**config.mk**
```make
export PLATFORM = sky130hd
export DESIGN_NAME = mtc_unit
export DESIGN_NICKNAME = d
export VERILOG_FILES = /design/src/rtl/monotone_tangent_calculator_unit_defines.svh /design/src/rtl/mtc_pkg.sv /design/src/rtl/mtc_unit.sv
export SDC_FILE = /design/constraint.sdc
export NUM_CORES = 2
export LEC_CHECK = 0
export CAP_MARGIN = 20
export CORE_ASPECT_RATIO = 0.7
export CORE_UTILIZATION = 40
export DETAILED_ROUTE_END_ITERATION = 12
export DONT_BUFFER_PORTS = 1
export GPL_TIMING_DRIVEN = 0
export PLACE_DENSITY = 0.57
export SETUP_SLACK_MARGIN = 0.4
export SYNTH_ARGS = -nofsm -noshare
export SYNTH_HDL_FRONTEND = slang
export SYNTH_SLANG_ARGS = --single-unit
```
**constraint.sdc**
```tcl
create_clock -name clk_i -period 5.22 [get_ports clk_i]
set_input_delay 0.261 -clock clk_i [delete_from_list [all_inputs] [get_ports clk_i]]
set_output_delay 0.261 -clock clk_i [all_outputs]
set_load 0.005 [all_outputs]
```
**src/rtl/monotone_tangent_calculator_unit_defines.svh**
```systemverilog
// Assertion helpers for the file that checks the tangent calculator.
`ifndef MONOTONE_TANGENT_CALCULATOR_UNIT_DEFINES_SVH
`define MONOTONE_TANGENT_CALCULATOR_UNIT_DEFINES_SVH

// Same-cycle implication, sampled on clk_i and disabled while rst_ni is low.
`define MTC_ASSERT_NOW(label, ante, cons, msg) \
  label: assert property (@(posedge clk_i) disable iff (!rst_ni) (ante) |-> (cons)) \
    else $error(msg);

// Next-cycle implication, sampled on clk_i and disabled while rst_ni is low.
`define MTC_ASSERT_NEXT(label, ante, cons, msg) \
  label: assert property (@(posedge clk_i) disable iff (!rst_ni) (ante) |=> (cons)) \
    else $error(msg);

`endif

```
**src/rtl/mtc_pkg.sv**
```systemverilog
package mtc_pkg;

  // Operations of the shared arithmetic unit.
  typedef enum logic [1:0] {
    OP_MUL,
    OP_DIV,
    OP_SQRT
  } unit_op_e;

  // Request from the sequencer to the shared unit.
  typedef struct packed {
    logic        start;
    unit_op_e    op;
    logic [63:0] opa;
    logic [31:0] opb;
  } unit_req_t;

  // Response of the shared unit; result holds until the next start.
  typedef struct packed {
    logic        done;
    logic [63:0] result;
  } unit_rsp_t;

  // Register index of flat_threshold, taken from paddr[2].
  localparam logic REG_FLAT_THRESHOLD = 1'b0;

  // Reset value of flat_threshold.
  localparam logic [15:0] FLAT_THRESHOLD_RST = 16'd1;

endpackage

```
**src/rtl/mtc_unit.sv**
```systemverilog
module mtc_unit (
  input  logic               clk_i,
  input  logic               rst_ni,
  input  mtc_pkg::unit_req_t req_i,
  output mtc_pkg::unit_rsp_t rsp_o
);

  mtc_pkg::unit_op_e op_q, op_d;
  logic              busy_q, busy_d;
  logic              done_q, done_d;
  logic [5:0]        cnt_q, cnt_d;
  logic [63:0]       sh_q, sh_d;
  logic [33:0]       rem_q, rem_d;
  logic [31:0]       root_q, root_d;
  logic [31:0]       dv_q, dv_d;

  logic [32:0] div_t;
  logic        div_ge;
  logic [32:0] div_rem;
  logic [34:0] sq_t;
  logic [34:0] sq_trial;
  logic        sq_ge;
  logic [34:0] sq_rem;

  // Restoring divide step: one quotient bit per cycle.
  assign div_t   = {rem_q[31:0], sh_q[63]};
  assign div_ge  = div_t >= {1'b0, dv_q};
  assign div_rem = div_ge ? (div_t - {1'b0, dv_q}) : div_t;

  // Digit-by-digit square root step: one root bit per cycle.
  assign sq_t     = {rem_q[32:0], sh_q[63:62]};
  assign sq_trial = {1'b0, root_q, 2'b01};
  assign sq_ge    = sq_t >= sq_trial;
  assign sq_rem   = sq_ge ? (sq_t - sq_trial) : sq_t;

  // Operation sequencing.
  always_comb begin
    op_d   = op_q;
    busy_d = busy_q;
    done_d = 1'b0;
    cnt_d  = cnt_q;
    sh_d   = sh_q;
    rem_d  = rem_q;
    root_d = root_q;
    dv_d   = dv_q;
    if (req_i.start) begin
      op_d = req_i.op;
      case (req_i.op)
        mtc_pkg::OP_MUL: begin
          sh_d   = 64'(req_i.opa[31:0]) * 64'(req_i.opb);
          done_d = 1'b1;
        end
        mtc_pkg::OP_DIV: begin
          sh_d   = req_i.opa;
          dv_d   = req_i.opb;
          rem_d  = '0;
          cnt_d  = 6'd63;
          busy_d = 1'b1;
        end
        mtc_pkg::OP_SQRT: begin
          sh_d   = req_i.opa;
          rem_d  = '0;
          root_d = '0;
          cnt_d  = 6'd31;
          busy_d = 1'b1;
        end
        default: begin
          done_d = 1'b1;
        end
      endcase
    end else if (busy_q) begin
      case (op_q)
        mtc_pkg::OP_DIV: begin
          rem_d = 34'(div_rem[31:0]);
          sh_d  = {sh_q[62:0], div_ge};
        end
        mtc_pkg::OP_SQRT: begin
          rem_d  = sq_rem[33:0];
          root_d = {root_q[30:0], sq_ge};
          sh_d   = {sh_q[61:0], 2'b00};
        end
        default: begin
          rem_d = rem_q;
        end
      endcase
      cnt_d = cnt_q - 6'd1;
      if (cnt_q == '0) begin
        busy_d = 1'b0;
        done_d = 1'b1;
      end
    end
  end

  always_ff @(posedge clk_i or negedge rst_ni) begin
    if (!rst_ni) begin
      op_q   <= mtc_pkg::OP_MUL;
      busy_q <= 1'b0;
      done_q <= 1'b0;
      cnt_q  <= '0;
    end else begin
      op_q   <= op_d;
      busy_q <= busy_d;
      done_q <= done_d;
      cnt_q  <= cnt_d;
    end
  end

  always_ff @(posedge clk_i) begin
    sh_q   <= sh_d;
    rem_q  <= rem_d;
    root_q <= root_d;
    dv_q   <= dv_d;
  end

  assign rsp_o.done   = done_q;
  assign rsp_o.result = (op_q == mtc_pkg::OP_SQRT) ? {32'd0, root_q} : sh_q;

endmodule

```
; Yosys cells after proc, flatten, opt, wreduce, memory -nomap -nowiden
; Index checks and enable logic that the tools add are counted.
[totals]
input_bits = 101
register_bits = 171
out_inout_bits = 65
wordCells = 59
[classes]
n_addsub = 3
muxes = 26
mul = 1
reduce_logical = 11
n_lt_le_gt_ge = 2
eq_ne = 8
[ops]
columns = operator, n
row1 = $pmux W64 S2, 2
row2 = $mux W64, 3
row3 = $mux W32, 5
row4 = $mux W33, 4
row5 = $pmux W33 S2, 1
row6 = $mul A32 B32 Y64, 1
row7 = $ge A35 B34 Y1, 1
row8 = $ge A33 B32 Y1, 1
row9 = $sub A33 B33 Y33, 1
row10 = $sub A32 B32 Y32, 1
row11 = $mux W6, 2
row12 = $pmux W6 S2, 1
row13 = $reduce_and A3 Y1, 3
row14 = $mux W1, 8
row15 = $logic_not A6 Y1, 1
row16 = $sub A6 B1 Y6 const B, 1
row17 = $eq A2 B1 Y1 const B, 2
row18 = $eq A2 B2 Y1 const B, 2
row19 = $reduce_and A2 Y1, 2
row20 = $reduce_bool A2 Y1, 2
row21 = $ne A3 B1 Y1 const B, 1
row22 = $ne A3 B2 Y1 const B, 1
row23 = $reduce_bool A3 Y1, 1
row24 = $logic_not A2 Y1, 1
row25 = other kinds (3), 3

; Longest topological paths before layout
[depth]
word_depth = 5
ltp_mapped = 28
mapped_depth_nobuf = 26

; Worst setup path after synthesis
; No wires, ideal clock.
[synth_path]
path_type = input-to-reg
start = input req_i[57] in the netlist's numbering
end = register sh_q[60], data pin
t_arrival_ns = 6.819
cell_stages = 25
slack_ns = -1.869
n_path_buf = 2
setup_ns = 0.270
required_time_ns = 4.950
cell_sequence = clkbuf_1 nand2_1 fa_1 fa_1 fa_1 fa_1 inv_1 fa_1 fa_1 fa_1 inv_1 fa_1 inv_1 ha_1 clkbuf_1 a2111o_1 a31o_2 o221ai_1 o211ai_1 a31oi_1 a21oi_1 o21ai_1 o31ai_1 xnor2_1 a21oi_1
[synth_between]
elab_chain_len = 3
[synth_rtl]
columns = item, line
row1 = from (decl), mtc_unit.sv:4  ; input mtc_pkg::unit_req_t req_i,
row2 = $mul A32 B32 Y64, mtc_unit.sv:50  ; sh_d = 64'(req_i.opa[31:0]) * 64'(req_i.opb);
row3 = $pmux W64 S2, mtc_unit.sv:48  ; case (req_i.op)
row4 = $mux W64, mtc_unit.sv:46  ; if (req_i.start) begin
row5 = via sh_d[60], mtc_unit.sv:12  ; logic [63:0] sh_q, sh_d;
row6 = to (signal assigned), mtc_unit.sv:109  ; sh_q <= sh_d;
row7 = to (decl), mtc_unit.sv:12
; The timed path passes the listed nets, and every way through them passes these cells.
; A chain may end at the register's enable or synchronous reset.

; Worst setup path after layout
[layout_path]
start = input req_i[45] in the netlist's numbering
end = register sh_q[61], data pin
; Same word-level chain as after synthesis.

==> reports/metrics.cfg <==
[status]
outcome=finished with violations
violations=setup timing

[sta]
fmax_mhz=142
worst_pin_slew_ns=1.15
slew_headroom_pct=23.3
clock_skew_ns=0.0274
slew_viol_final=0
worst_hold_slack_ns=0.0174
period_needed_ns=7.03
timing.final.ws_setup_ns=-1.81
hold_violations=0
fin_crit_sh_pct=135
setup_violations=53
grt_setup_unrepaired=yes

[worst_setup_path]
critPathLaunchType=input port
ff2ff_path_depth=13
crit_slowest_cell=fa_2
crit_path_max_fanout=7
r2r-end=rem_q[30]
critPathKind=input port to flop
critical_path.top_delay_family=adder cells
critPathMaxStageDelay_ns=0.55
path_buf_inv=7
ff2ff_setup_slack_ns=0.63
worst_ep_arrival_time_ns=7.31
r2r-start=sh_q[63]
required_ns=5.50
cp-end-kind=flop

[routing]
drtIter0Drc=4687
ant_nets=0
vias=38800
drt_first_pass_iters=6
wl_um=207000
wl_per_cell_um=30.5
drc=0
vias_per_cell=5.72

[flow_run]
cap_violations=0

[finish]
drive_gt1_share_pct=16.0
fin_cells=6783
fillCellCount=10900
area_delta_synth_final_pct=19.7
final_nets=6570

[synthesis]
ys.flop_type=edfxtp_1
synth-async-reset-ratio_pct=5.85
synth-seq-cells=171
synth_top_area_cell=fa_1
synth_edf_count=161
synth_warnings=0
ys_seq_area_share_pct=11.2
yosysMostFrequentCell=inv_1
syn_inst=5028
netlist_area_um2=45400
yosysUniqueCellTypes=79
synth_area_leaders=fa_1 40%, edfxtp_1 11%, ha_1 9.2%
synth_nets=6360
synth.top_cells.by_count=937 x inv_1, 897 x fa_1, 630 x and2_1, 626 x nand2_1, 334 x ha_1
synth_top_area_share_pct=39.5
syn_avg_cell_area_um2=9.04

[place]
io_buffers=0
gp_congestion=1.09
dp_hpwl_um=169000
dpl.cell_count=6556
place_ws_ns=-3.55

[global_route]
antenna_found_initial=27
use_met3_pct=13.8
first_global_vias=38200
grt_start_max_net_pins=65
overflow=0
grt_first_pass_wirelength_um=290000
grt_util_all_layers_pct=36.2
top_usage_layer=met1
grtUsageMet1_pct=53.7
grtUsageMet2_pct=47.1

[min_path]
hold_depth=2
hold_end=sh_q[39]
min_from=req_i[71]
hold_path_class=input port to flop

[floorplan]
rows=103
pin_count=166
initial_utilization_pct=40.3
die_h_um=284
core_um2=113000
die_area_um2=115000
die_w_um=405

[clocking]
clock_sinks=171
cts_tree=done
h-tree-depth=4
clock_path_buffers=3
insertion_delay_ns=0.52
clk_pin_slew_ns=0.08
clockRootBuffer=clkbuf_16
cts_buffers=25

==> sequential cells by signal, indices dropped and copies added, names as in the netlist <==
| register | cells |
|---|---|
| sh_q | 64 |
| rem_q | 33 |
| dv_q | 32 |
| root_q | 32 |
| cnt_q | 6 |
| op_q | 2 |
| busy_q | 1 |
| done_q | 1 |
==> how the worst max path moves through the flow <==
stage	from	to	depth (start not counted)
2_1_floorplan	req_i[34]	sh_q[56]	24
3_3_place_gp	req_i[9]	sh_q[60]	22
3_5_place_dp	req_i[9]	sh_q[60]	22
4_1_cts	req_i[31]	sh_q[61]	24
5_1_grt	req_i[25]	sh_q[51]	26
6_report	req_i[45]	sh_q[61]	27
==> cells by family (layout without fill, tap and decap cells) <==
family | Yosys count | after routing | synth area share, %
buffers and inverters | 1233 | 1449 | 10.3
AND/OR/NAND/NOR | 1540 | 1540 | 17.0
multiplexers | 38 | 38 | 0.851
AO/OA/AOI/OAI | 705 | 705 | 9.86
other | 0 | 17 | 0
flip-flops | 171 | 171 | 11.2
XOR/XNOR | 110 | 110 | 2.12
adder cells (fa/ha/maj) | 1231 | 1231 | 48.7
==> layout make-up <==
| class | instances | area [um2] | area share (%) |
|---|---|---|---|
| sequential | 171 | 5080 | 9.35 |
| clock inverter | 8 | 62.6 | 0.115 |
| tap | 1522 | 1900 | 3.50 |
| multi-input combinational | 3624 | 37700 | 69.3 |
| clock buffer | 25 | 626 | 1.15 |
| timing repair buffer | 183 | 1780 | 3.27 |
| buffer | 296 | 3680 | 6.76 |
| inverter | 937 | 3520 | 6.46 |
| antenna | 17 | 42.5 | 0.0782 |
==> through the flow <==
stage / utilization [%] / instance area (um2) / TNS (ns)
4_1_cts: 47.3 / 53300 / -71.85
6_report: 48.3 / 54400 / -75.97
2_1_floorplan: - / 46100 / -62.91
3_5_place_dp: 42.7 / 48100 / -148.88
3_3_place_gp: 42.6 / 48000 / -162.80
5_1_grt: 48.3 / 54400 / -80.74
==> per-layer routing <==
layer	vias up	routed length, um
met3	368	30100
met4	16	8340
met5	-	174
met1	19900	88800
met2	2486	79400
li1	16100	-
==> layout by cell type (no fill, tap or decap), types with 72 or more instances in the layout <==
cell / n
nand2_1: 611
a21o_1: 77
clkbuf_16: 88
fa_2: 108
o21ai_0: 120
clkbuf_1: 72
and2_1: 544
buf_4: 113
nor2_1: 121
fa_1: 789
a21oi_1: 142
ha_1: 300
inv_1: 891
and2_4: 85
edfxtp_1: 161
==> timing repair <==
action / 4_1_cts / 5_1_grt
hold buffers: 34 / 1
pin swaps: 290 / 197
resized for setup: 769 / 221
cloned: 3 / 0
setup endpoints to repair: 56 / 56
setup buffers: 95 / 43
endpoints found under the hold margin: 44 / 1
Power is left out: the tool's default activity adds up to more than one toggle a clock period on the data nets, which glitch-free logic cannot reach.
